File: src/sv/greedy_change_dispenser_defines.svh
// Assertion macros for the change dispenser.
`ifndef GREEDY_CHANGE_DISPENSER_DEFINES_SVH
`define GREEDY_CHANGE_DISPENSER_DEFINES_SVH

`ifndef SYNTHESIS
// Property that holds at every clock edge outside reset.
`define CHGDISP_ASSERT(lbl, clk, rstn, prop) \
  lbl: assert property (@(posedge clk) disable iff (!rstn) (prop)) \
    else $error("chgdisp: check failed");
// Condition at one edge implies a condition at the next edge.
`define CHGDISP_ASSERT_NEXT(lbl, clk, rstn, ante, cons) \
  lbl: assert property (@(posedge clk) disable iff (!rstn) (ante) |=> (cons)) \
    else $error("chgdisp: check failed");
`else
`define CHGDISP_ASSERT(lbl, clk, rstn, prop)
`define CHGDISP_ASSERT_NEXT(lbl, clk, rstn, ante, cons)
`endif

`endif

File: src/sv/chgdisp_pkg.sv
// Shared types and constants of the change dispenser.
package chgdisp_pkg;

  localparam int NUM_DENOMS  = 8;
  localparam int DUE_BITS    = 16;
  localparam int INS_BITS    = 8;
  localparam int GIVE_BITS   = 16;
  // inserted value tops out at 255 * 3641 cents, below 2^20
  localparam int AMT_BITS    = 20;
  localparam int CENTS_BITS  = 11;
  localparam int RECIP_BITS  = 32;

  localparam logic [GIVE_BITS-1:0] GIVE_MAX = {GIVE_BITS{1'b1}};

  // largest first
  localparam logic [CENTS_BITS-1:0] DENOM_CENTS [NUM_DENOMS] = '{
    11'd2000, 11'd1000, 11'd500, 11'd100, 11'd25, 11'd10, 11'd5, 11'd1
  };

  typedef enum logic [1:0] {
    OC_PAID      = 2'd0,
    OC_SHORT_PAY = 2'd1,
    OC_NO_STOCK  = 2'd2
  } outcome_e;

  typedef enum logic [1:0] {
    TS_IDLE,
    TS_ACC,
    TS_GRD,
    TS_FIN
  } top_state_e;

  typedef enum logic [1:0] {
    CS_IDLE,
    CS_FIX,
    CS_TAKE
  } cell_step_e;

  // token and running amount handed from one cell to the next
  typedef struct packed {
    logic                acc;
    logic                grd;
    logic [AMT_BITS-1:0] amt;
  } chain_t;

endpackage

File: src/sv/chgdisp_cell.sv
// One denomination cell: stock count, inserted count and greedy take.
module chgdisp_cell #(
  parameter int                                  STOCK_BITS = 16,
  parameter logic [chgdisp_pkg::CENTS_BITS-1:0] DENOM      = 11'd1
) (
  input  logic                                clk_i,
  input  logic                                rst_ni,
  input  logic                                load_i,
  input  logic [chgdisp_pkg::INS_BITS-1:0]    ins_i,
  input  logic                                commit_i,
  input  chgdisp_pkg::chain_t                 link_i,
  output chgdisp_pkg::chain_t                 link_o,
  output logic [chgdisp_pkg::INS_BITS-1:0]    ins_o,
  output logic [chgdisp_pkg::GIVE_BITS-1:0]   give_o
);

  localparam int AB = chgdisp_pkg::AMT_BITS;
  localparam int CB = chgdisp_pkg::CENTS_BITS;
  localparam int GB = chgdisp_pkg::GIVE_BITS;
  localparam int IB = chgdisp_pkg::INS_BITS;
  localparam int RB = chgdisp_pkg::RECIP_BITS;
  localparam int WIDE_BITS = (STOCK_BITS > GB) ? STOCK_BITS : GB;
  // floor((2^32-1)/DENOM): estimate is low by at most one
  localparam logic [RB-1:0] RECIP = RB'(64'hFFFF_FFFF / 64'(DENOM));

  logic [STOCK_BITS-1:0]   stock_q, stock_d;
  logic [IB-1:0]           ins_q;
  logic [GB-1:0]           give_q;
  logic [AB-1:0]           cur_q;
  logic [AB-1:0]           qest_q;
  logic [AB-1:0]           quo_q, quo_d;
  logic [CB-1:0]           rem_q, rem_d;
  chgdisp_pkg::cell_step_e step_q, step_d;
  chgdisp_pkg::chain_t     link_d;

  logic [STOCK_BITS:0]     stock_sum;
  logic [STOCK_BITS-1:0]   stock_sat;
  logic [WIDE_BITS-1:0]    sat_w;
  logic [GB-1:0]           lim;
  logic [AB+RB-1:0]        est_prod;
  logic [AB+CB-1:0]        fix_prod;
  logic [AB-1:0]           rem_full;
  logic                    limited;
  logic [GB-1:0]           take_cnt;
  logic [GB+CB-1:0]        take_prod;
  logic [AB-1:0]           left_amt;
  logic [IB+CB-1:0]        acc_prod;

  // stock with this payment's pieces added, saturating
  always_comb begin
    stock_sum = {1'b0, stock_q} + (STOCK_BITS + 1)'(ins_q);
    stock_sat = stock_sum[STOCK_BITS] ? {STOCK_BITS{1'b1}} : stock_sum[STOCK_BITS-1:0];
    sat_w     = WIDE_BITS'(stock_sat);
    lim       = (sat_w > WIDE_BITS'(chgdisp_pkg::GIVE_MAX)) ? chgdisp_pkg::GIVE_MAX
                                                            : GB'(sat_w);
  end

  always_comb begin
    step_d = chgdisp_pkg::CS_IDLE;
    case (step_q)
      chgdisp_pkg::CS_IDLE: begin
        if (link_i.grd) step_d = chgdisp_pkg::CS_FIX;
      end
      chgdisp_pkg::CS_FIX:  step_d = chgdisp_pkg::CS_TAKE;
      chgdisp_pkg::CS_TAKE: step_d = chgdisp_pkg::CS_IDLE;
      default:              step_d = chgdisp_pkg::CS_IDLE;
    endcase
  end

  always_comb begin
    est_prod = link_i.amt * RECIP;

    // correct the reciprocal estimate
    fix_prod = qest_q * DENOM;
    rem_full = cur_q - AB'(fix_prod);
    if (rem_full >= AB'(DENOM)) begin
      quo_d = qest_q + AB'(1);
      rem_d = CB'(rem_full - AB'(DENOM));
    end else begin
      quo_d = qest_q;
      rem_d = CB'(rem_full);
    end

    limited   = quo_q > AB'(lim);
    take_cnt  = limited ? lim : quo_q[GB-1:0];
    take_prod = take_cnt * DENOM;
    left_amt  = limited ? (cur_q - AB'(take_prod)) : AB'(rem_q);

    acc_prod  = ins_q * DENOM;

    link_d = '0;
    if (link_i.acc) begin
      link_d.acc = 1'b1;
      link_d.amt = link_i.amt + AB'(acc_prod);
    end else if (step_q == chgdisp_pkg::CS_TAKE) begin
      link_d.grd = 1'b1;
      link_d.amt = left_amt;
    end

    stock_d = stock_sat - STOCK_BITS'(give_q);
  end

  always_ff @(posedge clk_i or negedge rst_ni) begin
    if (!rst_ni) begin
      stock_q <= '0;
      step_q  <= chgdisp_pkg::CS_IDLE;
      link_o  <= '0;
    end else begin
      step_q <= step_d;
      link_o <= link_d;
      if (commit_i) stock_q <= stock_d;
    end
  end

  always_ff @(posedge clk_i) begin
    if (load_i) ins_q <= ins_i;
    if (link_i.grd) begin
      cur_q  <= link_i.amt;
      qest_q <= est_prod[AB+RB-1:RB];
    end
    if (step_q == chgdisp_pkg::CS_FIX) begin
      quo_q <= quo_d;
      rem_q <= rem_d;
    end
    if (step_q == chgdisp_pkg::CS_TAKE) give_q <= take_cnt;
  end

  assign ins_o  = ins_q;
  assign give_o = give_q;

endmodule

File: config.mk
export PLATFORM = sky130hd
export DESIGN_NAME = chgdisp_cell
export DESIGN_NICKNAME = d
export VERILOG_FILES = /design/src/sv/greedy_change_dispenser_defines.svh /design/src/sv/chgdisp_pkg.sv /design/src/sv/chgdisp_cell.sv
export SDC_FILE = /design/constraint.sdc
export NUM_CORES = 1
export LEC_CHECK = 0
export BUFFER_PORTS_ARGS = -buffer_cell sky130_fd_sc_hd__buf_2
export CORE_ASPECT_RATIO = 0.8
export CORE_MARGIN = 8
export CORE_UTILIZATION = 58
export CTS_CLUSTER_DIAMETER = 200
export DETAILED_ROUTE_END_ITERATION = 6
export PLACE_DENSITY = 0.89
export SYNTH_ARGS = -nofsm -noshare
export SYNTH_HDL_FRONTEND = slang
export SYNTH_SLANG_ARGS = --single-unit
File: constraint.sdc
create_clock -name clk_i -period 5.8 [get_ports clk_i]
set_clock_uncertainty 0.05 [all_clocks]
set_input_delay 0.87 -clock clk_i [delete_from_list [all_inputs] [get_ports clk_i]]
set_output_delay 0.87 -clock clk_i [all_outputs]
set_load 0.02 [all_outputs]
==> metrics.md, run 1 <==
| Metric | Value |
|---|---|
| GRT overflow | `0` |
| Yosys reg bits | `roughly 140` |
| Top post-synthesis cells by area | `fa_1 (19%), ha_1 (18%), edfxtp_1 (18%), inv_1 (7.2%), dfrtp_1 (6.2%)` |
| CTS Hold Bufs | `0` |
| Status | `complete, but fails checks` |
| Worst setup EP type | `flop` |
| Final Max Slew Viols | `0` |
| Via count | `14100` |
| Top FF cell, synth | `edfxtp_1` |
| Initial Util | `0.582` |
| Routed len/inst | `roughly 21 µm` |
| 1st-pass router iterations | `7` |
| Mapped Area | `between 0.015 and 0.02 mm²` |
| Worst-margin pin slew | `~1.2 ns` |
| Vias in the first global route | `14800` |
| CP Max Fanout | `3` |
| Port Buffers | `79` |
| Max incr delay on CP | `approximately 0.57 ns` |
| Post-DP HPWL | `about 39000 µm` |
| Failing checks | `design-rule violations, negative setup slack` |
| Htree depth | `4` |
| Post-Syn Area per Cell | `between 9 and 10 µm²` |
| Tmin final | `~7.4 ns` |
| Clock Sinks | `between 100 and 150` |
| Syn_nets | `between 2000 and 2500` |
| Initial antenna violation count | `0` |
| Root buffer cell | `clkbuf_16` |
| Worst EP arrival | `between 7 and 8 ns` |
| Slew margin rel. | `0.212` |
| HP Class | `flop to flop` |
| CP top delay family | `adder cells` |
| Post-synth cell types | `79` |
| Max Cap Violations | `0` |
| Clock slew at reported path FFs | `0.06 ns` |
| Nets | `approximately 2400` |
| Commonest cells in the netlist | `inv_1 (313), ha_1 (232), fa_1 (153)` |
| Vias per inst | `roughly 6` |
| Post-Syn Instances | `around 1700` |
| Worst-Skew Late Latency | `between 0.4 and 0.5 ns` |
| Top-area cell type share of the netlist area | `0.188` |
| Fmax | `136 MHz` |
| Gp weighted congestion | `between 0.9 and 1` |
| First-pass GRT wire length | `76700 µm` |
| Count leader, synth | `inv_1` |
| Die outline area | `~0.034 mm²` |
| Fin. Hold Viols | `0` |
| Initial drt markers | `around 1400` |
| Placed cell area | `~0.019 mm²` |
| CP most frequent cell | `fa_1` |
| Number of synthesized flops with an enable pin | `between 90 and 100` |
| Startpoint types | `primary input` |
| Sequential-to-total area share from yosys stat | `0.237` |
| Core ar. | `0.0279 mm²` |
| # IOs | `80` |
| Post-synth top area cell | `fa_1` |
| Total GRT Usage | `0.285` |
| Crit path buf inv count | `6` |
| ANT cells | `0` |
| Fin cells | `2377` |
| Die Span Y | `between 150 and 200 µm` |
| RSZ-0062 raised after global routing | `true` |
| Drt total wl | `a little over 50000 µm` |
| Final Cycle Share | `1.27` |
| Row count | `55` |
| Remaining antenna violation count | `0` |
| Drt drc | `1` |
| CP max stage cell | `fa_1` |
| Largest net degree at the start of global routing | `42` |
| CTS Buf Count | `17` |
| Setup violations, final | `32` |
| Ys Warns | `0` |
| Ys async rst share | `0.296` |
| Share of layout cells above drive strength 1 | `0.277` |
| Final instance area | `about 0.02 mm²` |
| Synth-to-layout area growth | `26.5%` |
| Placed Instances | `2302` |
| WP data required | `5.92 ns` |
| CTS max path bufs | `2` |
| Worst setup path category | `primary input to flop` |
| End-of-flow core utilization | `0.736` |
| Die Wd | `203 µm` |
| TNS Setup | `-28.06 ns` |
| CTS tree | `done` |
| Final WS setup | `-1.56 ns` |
[layer usage]
layer  GRT usage  vias up  routed length, µm
li1            -     6361                  -
met2       0.472      658              24600
met5           0        -                  0
met4       0.110        0               1800
met3      0.0577      150               4030
met1       0.362     6969              20200
[cell usage in the layout, fill, tap and decap left out, types with 10 or more instances in the layout]
cell type / count
dfrtp_1: 40
inv_1: 287
fa_2: 17
mux2_2: 11
xnor2_1: 80
inv_2: 24
nor2_1: 69
nand3_1: 33
nand2_1: 72
and3_1: 14
a21boi_0: 10
nor3_1: 29
and2_1: 12
o21ai_2: 11
o21a_1: 12
clkbuf_16: 17
o21ai_0: 40
edfxtp_1: 95
mux2i_1: 16
ha_1: 221
nor2b_1: 17
fa_1: 136
buf_6: 22
a21o_1: 35
a21oi_2: 13
a21oi_1: 53
nand4_1: 24
buf_2: 73
xor2_1: 21
buf_4: 250
o211ai_1: 14
[final timing paths]
| path | start | endpoint | slack (ns) | cells after the start |
|---|---|---|---|---|
| min in group asynchronous | rst_ni | stock_q[4] | 0.63 | 1 |
| max | link_i[19] | qest_q[16] | -1.56 | 25 |
| min reg2reg | step_q[0] | step_q[0] | 0.41 | 1 |
| max reg2reg | ins_o[0] | link_o[11] | -0.24 | 26 |
| max in group asynchronous | rst_ni | link_o[11] | 4.35 | 1 |
| min | step_q[0] | step_q[0] | 0.41 | 1 |
[through the flow]
| step | setup slack (ns) | hold WS [ns] |
|---|---|---|
| 3_3_place_gp | -1.98 | 0.389 |
| 6_report | -1.56 | 0.407 |
| 3_5_place_dp | -2.21 | 0.399 |
| 2_1_floorplan | -1.77 | 0.372 |
| 4_1_cts | -1.51 | 0.407 |
| 5_1_grt | -1.76 | 0.433 |
[logic make-up after synthesis]
| group | Yosys count | synth area share |
|---|---|---|
| AO/OA/AOI/OAI | 300 | 0.124 |
| XOR/XNOR | 108 | 0.0581 |
| adder cells (fa/ha/maj) | 390 | 0.370 |
| buffers and inverters | 336 | 0.0785 |
| flip-flops | 135 | 0.237 |
| multiplexers | 33 | 0.0228 |
| AND/OR/NAND/NOR | 349 | 0.110 |
[area by class of cell]
type                            instances  area (µm²)
Multi-Input combinational cell       1180       11900
Clock inverter                         15         213
Sequential cell                       135        3850
Clock buffer                           17         425
Timing Repair Buffer                  347        2520
Tap cell                              370         463
Inverter                              313        1180
Fill cell                            1812        7370
[registers in the layout (all words and copies together), names as in the netlist]
| name | count |
|---|---|
| ins_o | 8 |
| step_q | 2 |
| give_o | 16 |
| qest_q | 20 |
| link_o | 22 |
| cur_q | 20 |
| stock_q | 16 |
| rem_q | 11 |
| quo_q | 20 |
[timing repair]
item | in CTS | in global routing
buffers inserted | 25 | 24
hold endpoints to repair | 0 | 0
resized for setup | 53 | 134
setup endpoints to repair | 32 | 35
pin swaps | 42 | 91
Power of run 1 is not shown: default switching activity piles up to over one toggle a cycle in this logic, so the estimate is an artifact.
==> run 2: changes to the inputs <==
--- a/config.mk
+++ b/config.mk
@@ -12,6 +12,7 @@
 export CTS_CLUSTER_DIAMETER = 200
 export DETAILED_ROUTE_END_ITERATION = 6
 export PLACE_DENSITY = 0.89
+export SETUP_SLACK_MARGIN = 0.15
 export SYNTH_ARGS = -nofsm -noshare
 export SYNTH_HDL_FRONTEND = slang
 export SYNTH_SLANG_ARGS = --single-unit
==> run 2 against run 1 <==
  * The run ends with negative setup slack left
  * Register-to-register slack improved by 0.07 ns
  * Cell count is 0.25% lower
  * Via count grew 1.2%
  * Final area about the same
  * Utilization hardly changed
  * Maximum frequency rose by 0.63%
  * Count of clock-buffer cells in the layout increased by 1
  * Global-route usage increased by 0.15 points
  * Critical endpoint is now qest_q[13]
  * Worst hold slack is essentially flat
  * Setup slack better by 0.046 ns
  * Critical path depth stayed put
==> metrics.md, run 2 (synthesis gave the netlist of run 1 again) <==
| Metric | Value |
|---|---|
| Startpoint types | `primary input` |
| Drt drc | `0` |
| Die Span Y | `166 µm` |
| CP top delay family | `adder cells` |
| Worst R2R Path Depth | `24` |
| HP Start | `step_q[0]` |
| Drt total wl | `slightly above 50000 µm` |
| Initial drt markers | `~1300` |
| Worst Hold End | `step_q[0]` |
| Clock slew at reported path FFs | `0.06 ns` |
| Post-DP HPWL | `38300 µm` |
| Most flop-heavy register | `link_o` |
| Total GRT Usage | `0.286` |
| Tmin final | `approximately 7.3 ns` |
| Initial Util | `0.582` |
| RSZ-0062 raised after global routing | `true` |
| Share of layout cells above drive strength 1 | `0.279` |
| R2R Path End | `link_o[19]` |
| Fmax | `approximately 140 MHz` |
| Final instance area | `about 0.021 mm²` |
| Final Cycle Share | `1.26` |
| 1st-pass router iterations | `6` |
| Met1 Usage GRT | `0.368` |
| Failing checks | `negative setup slack` |
| CTS Buf Count | `17` |
| Status | `complete, but fails checks` |
| R2R Path Start | `ins_o[0]` |
| CP most frequent cell | `inv_2` |
| Vias in the first global route | `approximately 15000` |
| Nets | `around 2400` |
| Grt met2 use | `0.484` |
| Worst setup path category | `primary input to flop` |
| Clock Sinks | `around 140` |
| Vias per inst | `about 6` |
| GRT overflow | `0` |
| Placed cell area | `between 0.015 and 0.02 mm²` |
| First-pass GRT wire length | `~77000 µm` |
| Grt peak-use layer | `met2` |
| Largest net degree at the start of global routing | `42` |
| Routed len/inst | `approximately 22 µm` |
| Commonest non-fill, non-tap cell in the layout | `inv_1` |
| Synth-to-layout area growth | `26.4%` |
| Worst-margin pin slew | `approximately 1.0 ns` |
| CTS Hold Bufs | `0` |
| CTS tree | `done` |
| Most frequent cells in the layout | `inv_1 (291), buf_4 (242), ha_1 (216), fa_1 (133), edfxtp_1 (95)` |
| Final WS setup | `-1.52 ns` |
| Initial antenna violation count | `0` |
| WP data required | `about 6 ns` |
| CP max stage cell | `fa_2` |
| Gp weighted congestion | `approximately 0.97` |
| Hold path depth | `1` |
| CP Max Fanout | `4` |
| HP Class | `flop to flop` |
| Die Wd | `203 µm` |
| Worst-Skew Late Latency | `~0.44 ns` |
| Via count | `between 10000 and 15000` |
| Die outline area | `around 0.034 mm²` |
| Port Buffers | `a little under 80` |
| Htree depth | `4` |
| Max reg flops | `22` |
| Max incr delay on CP | `~0.57 ns` |
| GR Util met3 | `0.0501` |
| Slew margin rel. | `0.312` |
| ANT cells | `0` |
| Worst setup EP type | `flop` |
| Worst EP arrival | `around 7.4 ns` |
| Row count | `55` |
| Crit path buf inv count | `9` |
| Setup violations, final | `30` |
| R2r setup slk | `-0.17 ns` |
| CTS max path bufs | `2` |
| # IOs | `80` |
| Max Cap Violations | `0` |
| End-of-flow core utilization | `0.736` |
| Remaining antenna violation count | `0` |
| Root buffer cell | `clkbuf_16` |
| Final Max Slew Viols | `0` |
| Core ar. | `0.0279 mm²` |
| Fin. Hold Viols | `0` |
==> run 2: cell types whose count changed in the layout (fill, tap and decap cells not counted), moves of 3 or more <==
cell,change
a21oi_1,-3
buf_4,-8
fa_1,-3
fa_2,+3
ha_1,-5
ha_4,+4
inv_1,+4
inv_2,-3
o21ai_1,+5
o21ai_4,-4
==> run 2: metrics by stage <==
step / setup slack, ns / hold slack [ns] / cells / TNS [ns]
final: -1.52 / 0.407 / 2371 / -26.61
after global placement: -2.01 / 0.391 / 2286 / -35.27
after global routing: -1.68 / 0.426 / 2371 / -31.64
after detailed placement: -2.18 / 0.393 / 2286 / -39.34
after CTS: -1.54 / 0.401 / 2342 / -24.75
after floorplan: -1.77 / 0.372 / 1651 / -28.67
==> run 2: metal layers <==
| layer | part of all wire | vias to the layer above |
|---|---|---|
| met5 | 0 | - |
| met4 | 0.038 | 0 |
| met3 | 0.087 | 184 |
| met2 | 0.49 | 750 |
| met1 | 0.39 | 7027 |
| li1 | - | 6349 |
==> run 2: layout make-up <==
class / count / area, µm²
Clock buffer: 18 / 439
Tap cell: 370 / 463
Multi-Input combinational cell: 1180 / 12000
Sequential cell: 135 / 3850
Fill cell: 1823 / 7380
Clock inverter: 14 / 185
Inverter: 313 / 1180
Timing Repair Buffer: 341 / 2480
==> run 2: how the worst max path moves through the flow <==
stage	from	to	slack, ns	cells past startpoint
after floorplan	link_i[10]	qest_q[19]	-1.77	24
after global placement	link_i[5]	qest_q[19]	-2.01	24
after detailed placement	link_i[5]	qest_q[19]	-2.18	24
after CTS	link_i[10]	qest_q[19]	-1.54	26
after global routing	link_i[10]	qest_q[11]	-1.68	26
final	link_i[10]	qest_q[13]	-1.52	25
==> run 2: worst reg2reg max path, delay by kind of cell, from the launching register on <==
family	cells	cell delay, ns
AND/OR/NAND/NOR	5	0.91
multiplexers	1	0.27
buffers and inverters	3	0.56
flip-flops	1	0.45
AO/OA/AOI/OAI	11	2.57
adder cells (fa/ha/maj)	4	1.07
==> run 2: what timing repair did <==
action	4_1_cts	5_1_grt
resized for setup	78	99
gates cloned	0	0
pin swaps	87	97
setup buffers	24	29
endpoints found under the setup margin	35	37
Power of run 2 is left out for the same reason.
